**config.mk**
```make
export PLATFORM = sky130hd
export DESIGN_NAME = aim_table_interpolator_flat
export DESIGN_NICKNAME = d
export VERILOG_FILES = /design/src/rtl/core/aim_ti_pkg.sv /design/src/rtl/core/aim_ti_ifs.sv /design/src/rtl/core/aim_ti_front.sv /design/src/rtl/core/aim_ti_queue.sv /design/src/rtl/core/aim_ti_back.sv /design/src/rtl/core/aim_table_interpolator.sv /design/src/flat_wrapper.sv
export VERILOG_INCLUDE_DIRS = /design/src /design/src/rtl/core
export SDC_FILE = /design/constraint.sdc
export NUM_CORES = 2
export LEC_CHECK = 0
export ABC_AREA = 1
export BUFFER_PORTS_ARGS = -buffer_cell sky130_fd_sc_hd__buf_2
export CAP_MARGIN = 15
export CORE_MARGIN = 4
export CORE_UTILIZATION = 40
export CTS_BUF_LIST = sky130_fd_sc_hd__clkbuf_8
export CTS_CLUSTER_DIAMETER = 200
export DETAILED_ROUTE_END_ITERATION = 8
export HOLD_SLACK_MARGIN = 0.05
export PLACE_DENSITY = 0.63
export SLEW_MARGIN = 20
export SYNTH_ARGS = -nofsm -noshare
export SYNTH_HDL_FRONTEND = slang
export SYNTH_HIERARCHICAL = 1
export SYNTH_SLANG_ARGS = --single-unit
```
**constraint.sdc**
```tcl
create_clock -name clk -period 18.3 [get_ports clk]
set_clock_uncertainty 0.1 [all_clocks]
set_input_delay 1.83 -clock clk [delete_from_list [all_inputs] [get_ports clk]]
set_output_delay 1.83 -clock clk [all_outputs]
set_load 0.01 [all_outputs]
```
**src/rtl/core/aim_table_interpolator_assert.svh**
```systemverilog
// Assertion helpers for the aim table interpolator.
`ifndef AIM_TABLE_INTERPOLATOR_ASSERT_SVH
`define AIM_TABLE_INTERPOLATOR_ASSERT_SVH

`ifndef SYNTHESIS
`define AIM_ASSERT_IMP(name, ante, cons) \
  name: assert property (@(posedge clk) disable iff (rst) (ante) |-> (cons)) \
    else $error("aim_table_interpolator: check failed");
`define AIM_ASSERT_NXT(name, ante, cons) \
  name: assert property (@(posedge clk) disable iff (rst) (ante) |=> (cons)) \
    else $error("aim_table_interpolator: check failed");
`else
`define AIM_ASSERT_IMP(name, ante, cons)
`define AIM_ASSERT_NXT(name, ante, cons)
`endif

`endif

```
**src/rtl/core/aim_ti_pkg.sv**
```systemverilog
`default_nettype none
package aim_ti_pkg;

  localparam int TABLE_ROWS_DEF = 16;
  localparam int MEDIAN_TAPS    = 5;
  localparam int FILL_W         = $clog2(MEDIAN_TAPS + 1);
  localparam int SLOT_W         = (MEDIAN_TAPS > 1) ? $clog2(MEDIAN_TAPS) : 1;
  localparam int QUEUE_DEPTH    = 4;
  localparam int DIV_STEPS      = 33;

  typedef enum logic [1:0] {
    OP_WRITE_ROW = 2'd0,
    OP_START     = 2'd1,
    OP_SAMPLE    = 2'd2,
    OP_STOP      = 2'd3
  } op_t;

  typedef enum logic [1:0] {
    CFG_ROWS   = 2'd0,
    CFG_LIMIT  = 2'd1,
    CFG_SETTLE = 2'd2,
    CFG_GAIN   = 2'd3
  } cfg_idx_t;

  typedef enum logic [1:0] {
    JOB_WRITE,
    JOB_SAMPLE,
    JOB_STOP
  } job_kind_t;

  typedef enum logic [3:0] {
    B_IDLE,
    B_MED,
    B_MEDFIN,
    B_RD_HI,
    B_CLAMP,
    B_SCAN,
    B_RD_SEG,
    B_RD_SEG1,
    B_ROW1,
    B_MUL,
    B_DIVLOAD,
    B_DIV,
    B_FIX,
    B_OUT
  } back_state_t;

  typedef struct packed {
    job_kind_t                       kind;
    logic [3:0]                      row_index;
    logic [15:0]                     row_pitch;
    logic [15:0]                     row_angle;
    logic [15:0]                     row_speed;
    logic [FILL_W-1:0]               fill;
    logic [MEDIAN_TAPS-1:0][15:0]    window;
    logic [15:0]                     turret;
    logic                            fire;
  } job_t;

  function automatic logic signed [15:0] sat16(input logic signed [35:0] v);
    logic signed [15:0] r;
    if (v > 36'sd32767) r = 16'sh7fff;
    else if (v < -36'sd32768) r = 16'sh8000;
    else r = v[15:0];
    return r;
  endfunction

endpackage
`default_nettype wire

```
**src/rtl/core/aim_ti_ifs.sv**
```systemverilog
`default_nettype none
interface aim_cfg_if;
  logic        valid;
  logic        ready;
  logic [1:0]  index;
  logic [14:0] data;
  modport source (output valid, output index, output data, input ready);
  modport sink (input valid, input index, input data, output ready);
endinterface

interface aim_cmd_if;
  logic               valid;
  logic               ready;
  logic [1:0]         op;
  logic [3:0]         row_index;
  logic signed [15:0] row_pitch;
  logic signed [15:0] row_angle;
  logic signed [15:0] row_speed;
  logic               has_target;
  logic signed [15:0] pitch;
  logic signed [15:0] horizontal_error;
  logic signed [15:0] turret_position;
  logic signed [15:0] turret_error;
  logic signed [15:0] hood_error;
  modport source (output valid, output op, output row_index, output row_pitch,
                  output row_angle, output row_speed, output has_target, output pitch,
                  output horizontal_error, output turret_position, output turret_error,
                  output hood_error, input ready);
  modport sink (input valid, input op, input row_index, input row_pitch,
                input row_angle, input row_speed, input has_target, input pitch,
                input horizontal_error, input turret_position, input turret_error,
                input hood_error, output ready);
endinterface

interface aim_res_if;
  logic               valid;
  logic               ready;
  logic signed [15:0] hood_setpoint;
  logic signed [15:0] wheel_speed;
  logic signed [15:0] turret_setpoint;
  logic               fire;
  modport source (output valid, output hood_setpoint, output wheel_speed,
                  output turret_setpoint, output fire, input ready);
  modport sink (input valid, input hood_setpoint, input wheel_speed,
                input turret_setpoint, input fire, output ready);
endinterface
`default_nettype wire

```
**src/rtl/core/aim_ti_front.sv**
```systemverilog
`default_nettype none
module aim_ti_front (
  input  logic              clk,
  input  logic              rst,
  aim_cmd_if.sink           cmd,
  input  logic [14:0]       fire_error_limit,
  input  logic [7:0]        settle_count,
  input  logic [7:0]        turret_gain,
  input  logic              q_full,
  output logic              q_push,
  output aim_ti_pkg::job_t  q_job
);
  import aim_ti_pkg::*;

  logic [MEDIAN_TAPS-1:0][15:0] window, window_next;
  logic [FILL_W-1:0]            fill, fill_next;
  logic [SLOT_W-1:0]            slot, slot_next;
  logic [7:0]                   sample_count, count_next;
  logic                         accept;
  op_t                          op;
  logic signed [24:0]           prod;
  logic [23:0]                  prod_mag;
  logic [15:0]                  gq;
  logic signed [35:0]           tsum;
  logic signed [16:0]           te_x, he_x;
  logic [16:0]                  te_mag, he_mag;
  logic                         fire;

  assign cmd.ready = !q_full;

  always_comb begin
    accept = cmd.valid && !q_full;
    op = op_t'(cmd.op);
    window_next = window;
    window_next[slot] = cmd.pitch;
    slot_next = (slot == SLOT_W'(MEDIAN_TAPS - 1)) ? '0 : slot + 1'b1;
    fill_next = (fill == FILL_W'(MEDIAN_TAPS)) ? fill : fill + 1'b1;
    count_next = (sample_count == 8'd255) ? sample_count : sample_count + 8'd1;

    // gained error, rounded half away from zero
    prod = cmd.horizontal_error * $signed({1'b0, turret_gain});
    prod_mag = prod[24] ? 24'(-prod) : prod[23:0];
    gq = 16'((prod_mag + 24'd128) >> 8);
    tsum = 36'(cmd.turret_position) + (prod[24] ? -36'(gq) : 36'(gq));

    te_x = 17'(cmd.turret_error);
    he_x = 17'(cmd.hood_error);
    te_mag = te_x[16] ? 17'(-te_x) : 17'(te_x);
    he_mag = he_x[16] ? 17'(-he_x) : 17'(he_x);
    fire = (te_mag < {2'b00, fire_error_limit}) && (he_mag < {2'b00, fire_error_limit})
           && (count_next >= settle_count);

    q_job = '0;
    q_job.row_index = cmd.row_index;
    q_job.row_pitch = cmd.row_pitch;
    q_job.row_angle = cmd.row_angle;
    q_job.row_speed = cmd.row_speed;
    q_job.fill = fill_next;
    q_job.window = window_next;
    q_job.turret = sat16(tsum);
    q_job.fire = fire;
    q_push = 1'b0;
    q_job.kind = JOB_WRITE;
    case (op)
      OP_WRITE_ROW: begin
        q_push = accept;
        q_job.kind = JOB_WRITE;
      end
      OP_START: q_push = 1'b0;
      OP_SAMPLE: begin
        q_push = accept && cmd.has_target;
        q_job.kind = JOB_SAMPLE;
      end
      OP_STOP: begin
        q_push = accept;
        q_job.kind = JOB_STOP;
      end
      default: q_push = 1'b0;
    endcase
  end

  always_ff @(posedge clk) begin
    if (rst) begin
      window <= '0;
      fill <= '0;
      slot <= '0;
      sample_count <= '0;
    end else if (accept) begin
      if (op == OP_START) begin
        sample_count <= '0;
      end else if (op == OP_SAMPLE && cmd.has_target) begin
        window <= window_next;
        fill <= fill_next;
        slot <= slot_next;
        sample_count <= count_next;
      end
    end
  end

endmodule
`default_nettype wire

```
**src/rtl/core/aim_ti_queue.sv**
```systemverilog
`default_nettype none
module aim_ti_queue (
  input  logic              clk,
  input  logic              rst,
  input  logic              push,
  input  aim_ti_pkg::job_t  push_job,
  input  logic              pop,
  output aim_ti_pkg::job_t  pop_job,
  output logic              full,
  output logic              empty
);
  import aim_ti_pkg::*;

  localparam int QW = $clog2(QUEUE_DEPTH);

  job_t          slots [QUEUE_DEPTH];
  logic [QW-1:0] wr_ptr, rd_ptr;
  logic [QW:0]   count;

  assign full = (count == (QW + 1)'(QUEUE_DEPTH));
  assign empty = (count == '0);
  assign pop_job = slots[rd_ptr];

  always_ff @(posedge clk) begin
    if (push) slots[wr_ptr] <= push_job;
  end

  always_ff @(posedge clk) begin
    if (rst) begin
      wr_ptr <= '0;
      rd_ptr <= '0;
      count <= '0;
    end else begin
      if (push) wr_ptr <= wr_ptr + 1'b1;
      if (pop) rd_ptr <= rd_ptr + 1'b1;
      if (push && !pop) count <= count + 1'b1;
      else if (pop && !push) count <= count - 1'b1;
    end
  end

endmodule
`default_nettype wire

```
**src/rtl/core/aim_ti_back.sv**
```systemverilog
`default_nettype none
module aim_ti_back #(
  parameter int TABLE_ROWS = aim_ti_pkg::TABLE_ROWS_DEF
) (
  input  logic              clk,
  input  logic              rst,
  input  logic [4:0]        rows_in_use,
  input  logic              q_empty,
  output logic              q_pop,
  input  aim_ti_pkg::job_t  q_job,
  aim_res_if.source         result
);
  import aim_ti_pkg::*;

  localparam int AW = (TABLE_ROWS > 1) ? $clog2(TABLE_ROWS) : 1;
  localparam int NW = $clog2(TABLE_ROWS + 1);

  back_state_t state, state_next;

  logic [47:0]        row_mem [TABLE_ROWS];
  logic [47:0]        rdata;
  logic [AW-1:0]      rd_addr, wr_addr;
  logic               mem_we;
  logic signed [15:0] rd_pitch, rd_angle, rd_speed;

  job_t               job;
  logic [NW-1:0]      n_rows;
  logic [AW-1:0]      last_row, scan_end, scan_i, seg;
  logic [SLOT_W-1:0]  med_i;
  logic [FILL_W-1:0]  rank, half;
  logic signed [15:0] w_i, m_lo, m_hi, p, pc, lo, pc_t, pc_c;
  logic signed [16:0] med_sum;
  logic signed [15:0] p0, p1, a0, a1, s0, s1, a_hi, a_lo;
  logic signed [16:0] d_a, d_p, d_den;
  logic [15:0]        mag_da, mag_dp, mag_den, dmag;
  logic               chan, neg, zden;
  logic [31:0]        prod;
  logic [32:0]        quo;
  logic [15:0]        rem, rem_n;
  logic [16:0]        sh;
  logic               ge;
  logic [5:0]         cnt;
  logic signed [35:0] q_s, lsum;
  logic signed [15:0] res, hood_res;
  logic signed [15:0] hood_out, speed_out, turret_out;
  logic               fire_out;

  assign rd_pitch = rdata[47:32];
  assign rd_angle = rdata[31:16];
  assign rd_speed = rdata[15:0];

  always_ff @(posedge clk) begin
    if (mem_we) row_mem[wr_addr] <= {q_job.row_pitch, q_job.row_angle, q_job.row_speed};
    rdata <= row_mem[rd_addr];
  end

  always_comb begin
    if (rows_in_use < 5'd2) n_rows = NW'(2);
    else if (32'(rows_in_use) > TABLE_ROWS) n_rows = NW'(TABLE_ROWS);
    else n_rows = NW'(rows_in_use);
    last_row = AW'(n_rows - 1'b1);
    scan_end = AW'(n_rows - 2'd2);
    wr_addr = AW'(q_job.row_index);

    // rank of window entry med_i among the filled entries, ties by slot
    w_i = job.window[med_i];
    rank = '0;
    for (int j = 0; j < MEDIAN_TAPS; j++) begin
      if ((FILL_W'(j) < job.fill) &&
          (($signed(job.window[j]) < w_i) ||
           (($signed(job.window[j]) == w_i) && (SLOT_W'(j) < med_i))))
        rank = rank + 1'b1;
    end
    half = job.fill >> 1;
    med_sum = 17'(m_lo) + 17'(m_hi);

    pc_t = (p > rd_pitch) ? rd_pitch : p;
    pc_c = (pc_t < lo) ? lo : pc_t;

    a_hi = chan ? s1 : a1;
    a_lo = chan ? s0 : a0;
    d_a = 17'(a_hi) - 17'(a_lo);
    d_p = 17'(p) - 17'(p0);
    d_den = 17'(p1) - 17'(p0);
    mag_da = 16'(d_a[16] ? -d_a : d_a);
    mag_dp = 16'(d_p[16] ? -d_p : d_p);
    mag_den = 16'(d_den[16] ? -d_den : d_den);

    sh = {rem, quo[32]};
    ge = (sh >= {1'b0, dmag});
    rem_n = ge ? 16'(sh - {1'b0, dmag}) : sh[15:0];

    q_s = neg ? -36'(quo) : 36'(quo);
    lsum = 36'(a_lo) + q_s;
    res = zden ? a_lo : sat16(lsum);
  end

  always_comb begin
    state_next = state;
    q_pop = 1'b0;
    mem_we = 1'b0;
    rd_addr = '0;
    case (state)
      B_IDLE: begin
        if (!q_empty) begin
          q_pop = 1'b1;
          case (q_job.kind)
            JOB_WRITE: mem_we = (32'(q_job.row_index) < TABLE_ROWS);
            JOB_STOP: state_next = B_OUT;
            JOB_SAMPLE: state_next = B_MED;
            default: state_next = B_IDLE;
          endcase
        end
      end
      B_MED: if (med_i == SLOT_W'(job.fill - 1'b1)) state_next = B_MEDFIN;
      B_MEDFIN: state_next = B_RD_HI;
      B_RD_HI: begin
        rd_addr = last_row;
        state_next = B_CLAMP;
      end
      B_CLAMP: state_next = B_SCAN;
      B_SCAN: begin
        rd_addr = scan_i + 1'b1;
        if (scan_i == scan_end) state_next = B_RD_SEG;
      end
      B_RD_SEG: begin
        rd_addr = seg;
        state_next = B_RD_SEG1;
      end
      B_RD_SEG1: begin
        rd_addr = seg + 1'b1;
        state_next = B_ROW1;
      end
      B_ROW1: state_next = B_MUL;
      B_MUL: state_next = (d_den == '0) ? B_FIX : B_DIVLOAD;
      B_DIVLOAD: state_next = B_DIV;
      B_DIV: if (cnt == 6'(DIV_STEPS - 1)) state_next = B_FIX;
      B_FIX: state_next = chan ? B_OUT : B_MUL;
      B_OUT: if (result.ready) state_next = B_IDLE;
      default: state_next = B_IDLE;
    endcase
  end

  always_ff @(posedge clk) begin
    if (rst) state <= B_IDLE;
    else state <= state_next;
  end

  always_ff @(posedge clk) begin
    case (state)
      B_IDLE: begin
        if (!q_empty) begin
          job <= q_job;
          med_i <= '0;
          if (q_job.kind == JOB_STOP) begin
            hood_out <= '0;
            speed_out <= '0;
            turret_out <= '0;
            fire_out <= 1'b0;
          end
        end
      end
      B_MED: begin
        if (rank == half) m_hi <= w_i;
        if (!job.fill[0] && rank == half - 1'b1) m_lo <= w_i;
        med_i <= med_i + 1'b1;
      end
      B_MEDFIN: p <= job.fill[0] ? m_hi : 16'(med_sum >>> 1);
      B_RD_HI: lo <= rd_pitch;
      B_CLAMP: begin
        pc <= pc_c;
        seg <= '0;
        scan_i <= '0;
      end
      B_SCAN: begin
        if (rd_pitch <= pc) seg <= scan_i;
        scan_i <= scan_i + 1'b1;
      end
      B_RD_SEG1: begin
        p0 <= rd_pitch;
        a0 <= rd_angle;
        s0 <= rd_speed;
      end
      B_ROW1: begin
        p1 <= rd_pitch;
        a1 <= rd_angle;
        s1 <= rd_speed;
        chan <= 1'b0;
      end
      B_MUL: begin
        zden <= (d_den == '0);
        prod <= mag_da * mag_dp;
        neg <= d_a[16] ^ d_p[16] ^ d_den[16];
        dmag <= mag_den;
      end
      B_DIVLOAD: begin
        quo <= {1'b0, prod} + 33'(dmag >> 1);
        rem <= '0;
        cnt <= '0;
      end
      B_DIV: begin
        rem <= rem_n;
        quo <= {quo[31:0], ge};
        cnt <= cnt + 1'b1;
      end
      B_FIX: begin
        if (!chan) begin
          hood_res <= res;
        end else begin
          hood_out <= hood_res;
          speed_out <= res;
          turret_out <= job.turret;
          fire_out <= job.fire;
        end
        chan <= 1'b1;
      end
      default: ;
    endcase
  end

  assign result.valid = (state == B_OUT);
  assign result.hood_setpoint = hood_out;
  assign result.wheel_speed = speed_out;
  assign result.turret_setpoint = turret_out;
  assign result.fire = fire_out;

endmodule
`default_nettype wire

```
**src/rtl/core/aim_table_interpolator.sv**
```systemverilog
// Sequence: a stop is popped from the queue and its zeroed result offered in B_OUT;
//   a target sample ranks its F median entries one a cycle, scans the N rows in use
//   one a cycle through the single row memory port and runs two 33-step divisions;
//   a zero-width segment skips its division.
// Throughput: one request in the queue per cycle while not full; the back end
//   finishes one sample at a time and pops no new job until its result is taken.
// Reset: config to defaults, median window and sample count cleared, queue empty;
//   table rows are undefined until written.
`default_nettype none
`include "aim_table_interpolator_assert.svh"
module aim_table_interpolator #(
  parameter int TABLE_ROWS = aim_ti_pkg::TABLE_ROWS_DEF
) (
  input  logic      clk,
  input  logic      rst,
  aim_cfg_if.sink   cfg,
  aim_cmd_if.sink   cmd,
  aim_res_if.source result
);
  import aim_ti_pkg::*;

  logic [4:0]  rows_in_use;
  logic [14:0] fire_error_limit;
  logic [7:0]  settle_count;
  logic [7:0]  turret_gain;
  logic        q_push, q_pop, q_full, q_empty;
  job_t        push_job, pop_job;

  assign cfg.ready = 1'b1;

  always_ff @(posedge clk) begin
    if (rst) begin
      rows_in_use <= 5'd16;
      fire_error_limit <= 15'd512;
      settle_count <= 8'd10;
      turret_gain <= 8'd128;
    end else if (cfg.valid) begin
      case (cfg_idx_t'(cfg.index))
        CFG_ROWS: rows_in_use <= cfg.data[4:0];
        CFG_LIMIT: fire_error_limit <= cfg.data;
        CFG_SETTLE: settle_count <= cfg.data[7:0];
        CFG_GAIN: turret_gain <= cfg.data[7:0];
        default: ;
      endcase
    end
  end

  aim_ti_front u_front (
    .clk(clk),
    .rst(rst),
    .cmd(cmd),
    .fire_error_limit(fire_error_limit),
    .settle_count(settle_count),
    .turret_gain(turret_gain),
    .q_full(q_full),
    .q_push(q_push),
    .q_job(push_job)
  );

  aim_ti_queue u_queue (
    .clk(clk),
    .rst(rst),
    .push(q_push),
    .push_job(push_job),
    .pop(q_pop),
    .pop_job(pop_job),
    .full(q_full),
    .empty(q_empty)
  );

  aim_ti_back #(.TABLE_ROWS(TABLE_ROWS)) u_back (
    .clk(clk),
    .rst(rst),
    .rows_in_use(rows_in_use),
    .q_empty(q_empty),
    .q_pop(q_pop),
    .q_job(pop_job),
    .result(result)
  );

  `AIM_ASSERT_IMP(a_no_push_when_full, q_full, !q_push)
  `AIM_ASSERT_IMP(a_no_pop_when_empty, q_empty, !q_pop)
  `AIM_ASSERT_NXT(a_result_drops_on_take, result.valid && result.ready, !result.valid)

endmodule
`default_nettype wire
```
**src/flat_wrapper.sv**
```systemverilog
// flat-port wrapper written by rule: the top's interface ports become plain ports
module aim_table_interpolator_flat import aim_ti_pkg::*;
#(
  parameter int TABLE_ROWS = aim_ti_pkg::TABLE_ROWS_DEF
)
  (clk, rst, cfg_valid, cfg_index, cfg_data, cfg_ready, cmd_valid, cmd_op, cmd_row_index, cmd_row_pitch, cmd_row_angle, cmd_row_speed, cmd_has_target, cmd_pitch, cmd_horizontal_error, cmd_turret_position, cmd_turret_error, cmd_hood_error, cmd_ready, result_valid, result_hood_setpoint, result_wheel_speed, result_turret_setpoint, result_fire, result_ready);
  aim_cfg_if cfg_i ();
  aim_cmd_if cmd_i ();
  aim_res_if result_i ();
  input  logic clk;
  input  logic rst;
  input wire logic [$bits(cfg_i.valid)-1:0] cfg_valid;
  input wire logic [$bits(cfg_i.index)-1:0] cfg_index;
  input wire logic [$bits(cfg_i.data)-1:0] cfg_data;
  output wire logic [$bits(cfg_i.ready)-1:0] cfg_ready;
  input wire logic [$bits(cmd_i.valid)-1:0] cmd_valid;
  input wire logic [$bits(cmd_i.op)-1:0] cmd_op;
  input wire logic [$bits(cmd_i.row_index)-1:0] cmd_row_index;
  input wire logic [$bits(cmd_i.row_pitch)-1:0] cmd_row_pitch;
  input wire logic [$bits(cmd_i.row_angle)-1:0] cmd_row_angle;
  input wire logic [$bits(cmd_i.row_speed)-1:0] cmd_row_speed;
  input wire logic [$bits(cmd_i.has_target)-1:0] cmd_has_target;
  input wire logic [$bits(cmd_i.pitch)-1:0] cmd_pitch;
  input wire logic [$bits(cmd_i.horizontal_error)-1:0] cmd_horizontal_error;
  input wire logic [$bits(cmd_i.turret_position)-1:0] cmd_turret_position;
  input wire logic [$bits(cmd_i.turret_error)-1:0] cmd_turret_error;
  input wire logic [$bits(cmd_i.hood_error)-1:0] cmd_hood_error;
  output wire logic [$bits(cmd_i.ready)-1:0] cmd_ready;
  output wire logic [$bits(result_i.valid)-1:0] result_valid;
  output wire logic [$bits(result_i.hood_setpoint)-1:0] result_hood_setpoint;
  output wire logic [$bits(result_i.wheel_speed)-1:0] result_wheel_speed;
  output wire logic [$bits(result_i.turret_setpoint)-1:0] result_turret_setpoint;
  output wire logic [$bits(result_i.fire)-1:0] result_fire;
  input wire logic [$bits(result_i.ready)-1:0] result_ready;
  assign cfg_i.valid = cfg_valid;
  assign cfg_i.index = cfg_index;
  assign cfg_i.data = cfg_data;
  assign cfg_ready = cfg_i.ready;
  assign cmd_i.valid = cmd_valid;
  assign cmd_i.op = cmd_op;
  assign cmd_i.row_index = cmd_row_index;
  assign cmd_i.row_pitch = cmd_row_pitch;
  assign cmd_i.row_angle = cmd_row_angle;
  assign cmd_i.row_speed = cmd_row_speed;
  assign cmd_i.has_target = cmd_has_target;
  assign cmd_i.pitch = cmd_pitch;
  assign cmd_i.horizontal_error = cmd_horizontal_error;
  assign cmd_i.turret_position = cmd_turret_position;
  assign cmd_i.turret_error = cmd_turret_error;
  assign cmd_i.hood_error = cmd_hood_error;
  assign cmd_ready = cmd_i.ready;
  assign result_valid = result_i.valid;
  assign result_hood_setpoint = result_i.hood_setpoint;
  assign result_wheel_speed = result_i.wheel_speed;
  assign result_turret_setpoint = result_i.turret_setpoint;
  assign result_fire = result_i.fire;
  assign result_i.ready = result_ready;
  aim_table_interpolator #(.TABLE_ROWS(TABLE_ROWS)) u_core (.clk(clk), .rst(rst), .cfg(cfg_i), .cmd(cmd_i), .result(result_i));
endmodule
```
======== After elaboration in Yosys (flattened, before gate mapping) ========
Memory sizes are Yosys's and may differ from the RTL's. A register that Yosys moved wholly into a read port is not among the register bits.
Index checks and enable logic that the tools add are counted.
word-level totals
  bits in writable memories ............... 1384
  bits in registers ....................... 599
  memories kept ........................... 2
  bits of input ports ..................... 157
  word-level logic and storage cells ...... 309
  output and inout port bits .............. 52
memories
  memory                 depth  bits a word  rd ports  clocked after memory_dff  wr ports  RTL line            source
  u_core.u_back.row_mem  16     48           1         1                         1         aim_ti_back.sv:20   logic [47:0] row_mem [TABLE_ROWS];
  u_core.u_queue.slots   4      154          1         1                         1         aim_ti_queue.sv:16  job_t slots [QUEUE_DEPTH];
cells by class
  equality and inequality tests ........... 44
  reduce and logical (&&, ||, !) cells .... 56
  multiplexer cells ....................... 82
  $lt $le $gt $ge ......................... 31
  multiply operators ...................... 2
  bitwise logic cells ..................... 5
  $add $sub $neg .......................... 36
operator list
  kind                                                                                count
  16-bit two-way mux                                                                  21
  16-bit one-hot mux with 2 select lines                                              4
  16-bit < comparator                                                                 6
  80-bit bitwise mux                                                                  1
  16-bit equality test                                                                5
  36-bit by 16-bit greater-than comparator with 1-bit output (second input constant)  2
  36-bit by 16-bit < comparator with 1-bit output (second input constant)             2
  36-bit two-way mux                                                                  2
  33-bit one-hot mux with 2 select lines                                              1
  4-bit one-hot mux with 14 select lines                                              1
  16-bit by 16-bit subtractor with 17-bit output                                      3
  16-bit binary-select mux with 3-bit select                                          1
  16-bit demux with 3-bit select                                                      1
  16-bit negation                                                                     3
  16-bit by 36-bit adder with 36-bit output                                           1
  36-bit adder                                                                        1
  16-bit negation with 36-bit output                                                  1
  33-bit negation with 36-bit output                                                  1
  17-bit by 15-bit < comparator with 1-bit output                                     2
  17-bit two-way mux                                                                  2
  16-bit negation with 17-bit output                                                  2
  32-bit by 15-bit adder with 33-bit output                                           1
  3-bit two-way mux                                                                   11
  16-bit by 16-bit multiplier with 32-bit output                                      1
  67 further kinds                                                                    180

======== Logic depth before layout (Yosys ltp) ========
  word-level depth ........................ 18
  depth in mapped cells ................... 61
  depth with buffers taken out ............ 57

======== By module ========
The synthesis kept the hierarchy.
by module, submodules not included
  module                  seq. area each (sq um)  cells each  area each (sq um)  instances
  aim_ti_back             37856.3                 6931        70614.0            1
  aim_ti_queue            18677.9                 1547        23143.4            1
  aim_ti_front            1881.8                  2361        15063.2            1
  aim_table_interpolator  720.7                   229         1500.2             1

======== Least setup slack after synthesis ========
Ideal clock, no wire load.
  path type ............................... input port to flip-flop
  from .................................... input cmd_horizontal_error[15]
  to ...................................... memory u_core/u_queue/slots[0][10] (netlist bit), data pin
  setup slack ............................. 8.326 ns
  cell stages on the path ................. 53
  required time ........................... 17.932 ns
  buffers on the path ..................... 3
  setup time .............................. 0.268 ns
  arrival ................................. 9.607 ns
  cell sequence ........................... clkbuf_1 nand2_1 fa_1 inv_1 fa_1 inv_1 fa_1 fa_1 inv_1 ha_1 nand2_1 nor4_2 nand2_2 nand2_2 nand2_2 nand2_4 buf_12 nand2_1 [... 17 more ...] ha_1 nand2_1 inv_1 nand3_1 inv_1 nand2_1 nand3_1 a31oi_1 nand2_1 a21oi_1 o21ai_0 xor2_1 nor2_1 nor3b_1 nand4_1 nand2_1 buf_2 nand2_1
RTL lines
  item                RTL line            source
  start: declaration  flat_wrapper.sv:24  input wire logic [$bits(cmd_i.horizontal_error)-1:0] cmd_horizontal_error;
  end: declaration    aim_ti_queue.sv:16

==> impl_metrics.json <==
{
  "numCtsBuffers": 339,
  "slew_headroom_pct": 19.3,
  "path_common_cell": "nand2_1",
  "syn_inst": 11100,
  "fmax_ghz": 0.0950,
  "clk_path_buf_depth": 4,
  "layout_commonest_cell": "nand2_1",
  "antenna_left": 0,
  "grtUsageTotal_pct": 20.1,
  "hp-class": "flop to flop",
  "core_area_sq_um": 274000,
  "fp.dieH_um": 533,
  "synth-seq-cells": 2033,
  "finalSetupViolations": 0,
  "wl_met2_mm": 137,
  "slowest_stage": "dfxtp_1",
  "drtIter0Drc": 6449,
  "ctsRootBufferMaster": "clkbuf_8",
  "worst_ep_arrival_time_ps": 11180,
  "synth_area_per_cell_sq_um": 9.97,
  "nFillCells": 25600,
  "io_pins": 209,
  "hold_slack_ps": 326,
  "routed_wl_mm": 295,
  "htreeDepth": 5,
  "die_width_um": 533,
  "setup_tns_ps": 0,
  "synth_edf_count": 1842,
  "most-common-layout-cells": "nand2_1, edfxtp_1, inv_1, nor2_1, o21ai_0",
  "die_area_sq_um": 284000,
  "area.sequential_sq_um": 59100,
  "start_kind": "flop",
  "dp.final_hpwl_mm": 195,
  "endpoint_kind": "flop",
  "grt_pass1_vias": 78100,
  "outcome": "finished clean",
  "clock-sinks": 2033,
  "post_cts_resize_count": 0,
  "drc_errors": 0,
  "wl_met1_mm": 129,
  "antenna_found_initial": 33,
  "io_buffer_count": 207,
  "layout-drive-gt1-share_pct": 8.84,
  "cp_max_fo": 49,
  "start_util_pct": 40.2,
  "clk_latency_ps": 1070,
  "crit_required_ps": 18950,
  "clkSlewWorstSetupHoldPaths_ps": 60,
  "synth_flop_cell": "edfxtp_1",
  "cts.hold.buffers_added": 0,
  "hold_viol_final": 0,
  "post_cts_buffers": 0,
  "rsz0062_at_grt": "no",
  "drv_cap": 0,
  "seq_area_frac_synth_pct": 53.6,
  "critical_path_buf_inv_count": 5,
  "grt_pass1_wl_mm": 452,
  "syn-num-nets": 12100,
  "vias": 79000,
  "syn_to_final_growth_pct": 9.95,
  "worst_slew_pin_slew_ps": 1210,
  "nets": 12200,
  "worstSetupPathType": "flop to flop",
  "post-route-min-period_ps": 10520,
  "crit_family": "simple AND/OR/NAND/NOR gates",
  "ys_warn_count": 6,
  "period_share_pct": 57.5,
  "vias_per_cell": 5.20,
  "gp_congestion": 0.941,
  "drt_pass1_iterations": 8,
  "pre_cts_slack_ps": 6750,
  "setup_ws_ps": 7780,
  "slowest_delay_ps": 870,
  "multi_input_area_sq_um": 43400,
  "async_reset_ff_share_pct": 0,
  "std_cell_rows": 192,
  "drv_slew": 0,
  "grt-ovfl-total": 0,
  "syn-cell-area_sq_um": 110000,
  "top_layer_used": "met5",
  "netlist-cell-type-count": 82,
  "grt_max_degree": 274,
  "cts_tree": "yes",
  "wl_met3_mm": 20.0,
  "routedWlPerCell_um": 19.4
}
==> cell type report <==
class / count / area share (%)
sequential: 2033 / 48.8
multi-input combinational: 7007 / 35.7
inverter: 1546 / 4.82
clock buffer: 358 / 4.06
tap: 3686 / 3.80
timing repair buffer: 306 / 1.52
clock inverter: 262 / 1.27
antenna: 15 / 0.0309
==> per-stage QoR <==
stage / area [sq um] / instances / utilization [%]
after floorplan: 110000 / 11100 / -
after global placement: 115000 / 14600 / 41.8
after detailed placement: 115000 / 14600 / 41.8
after CTS: 121000 / 15200 / 44.2
after global routing: 121000 / 15200 / 44.2
final: 121000 / 15200 / 44.3
==> worst reg2reg max path: cells and delay by family, from the launching register on <==
kind	cells	cell delay, ps
XOR/XNOR	2	330
flip-flops	1	870
buffers and inverters	5	460
AND/OR/NAND/NOR	28	4760
adder cells (fa/ha/maj)	8	3410
AO/OA/AOI/OAI	1	280
==> routing by layer <==
metal | vias to the layer above | GRT usage (%)
li1 | 37800 | -
met1 | 38200 | 27.2
met2 | 2434 | 33.3
met3 | 521 | 3.53
met4 | 18 | 5.81
met5 | - | 0
==> state kept, by name (all words and copies together), names as in the netlist, 32 cells and up, named ones only <==
signal                 cells
u_core/u_back/row_mem    768
u_core/u_back/quo         33
u_core/u_back/prod        32
u_core/u_back/rdata       48
u_core/u_back/job         98
u_core/u_front/window     80
u_core/u_queue/slots     616
==> Yosys cell counts (6+ instances only) <==
library cell,instances,area [sq um]
fa_1,305,6110
edfxtp_1,1842,55300
clkbuf_1,243,912
a21oi_1,561,2810
buf_2,116,581
o21ai_0,895,4480
xor2_2,7,114
buf_1,24,90.1
a221o_1,16,160
o22ai_1,160,1000
nand3b_1,27,203
o211ai_1,206,1550
nand4_1,67,419
o21a_1,15,113
o21bai_1,24,180
nand2_2,51,319
a211oi_1,15,113
dfxtp_1,191,3820
inv_1,1507,5660
a31oi_1,23,144
nor4_1,23,144
nand2_1,1851,6950
or2_2,29,181
xor2_1,190,1660
nor3_1,67,335
o21ai_2,10,87.6
o21ai_1,35,175
clkinv_1,8,30.0
buf_6,21,236
a21boi_0,6,45.0
o31ai_1,6,45.0
ha_1,520,6510
a21o_1,26,195
nor2_4,9,101
xnor2_1,78,683
nor2_1,1087,4080
nor2_2,16,100
a21oi_2,7,61.3
inv_2,29,109
buf_4,70,526
nand3_2,11,110
nand2_4,9,101
a221oi_1,6,52.6
nand3_1,584,2920
==> path summary, 6_finish.rpt <==
kind                                              start                          end  slack (ps)  cells past startpoint
worst min-delay path            u_core/u_back/rdata[13]         u_core/u_back/s0[13]         330                      0
worst min register to register  u_core/u_back/rdata[13]         u_core/u_back/s0[13]         330                      0
worst max-delay path              u_core/turret_gain[0]  u_core/u_queue/slots[0][15]        7780                     44
worst max register to register    u_core/turret_gain[0]  u_core/u_queue/slots[0][15]        7780                     44
==> cells by family after synthesis <==
group                    after synthesis  share of synthesized area [%]
XOR/XNOR                             280                           2.35
other                                  1                        0.00340
multiplexers                           1                        0.00907
AO/OA/AOI/OAI                       2044                           10.5
adder cells (fa/ha/maj)              825                           11.4
AND/OR/NAND/NOR                     3856                           14.7
flip-flops                          2033                           53.6
buffers and inverters               2028                           7.46
Power is not shown: default switching activity piles up to over one toggle a cycle in this logic, so the estimate is an artifact.
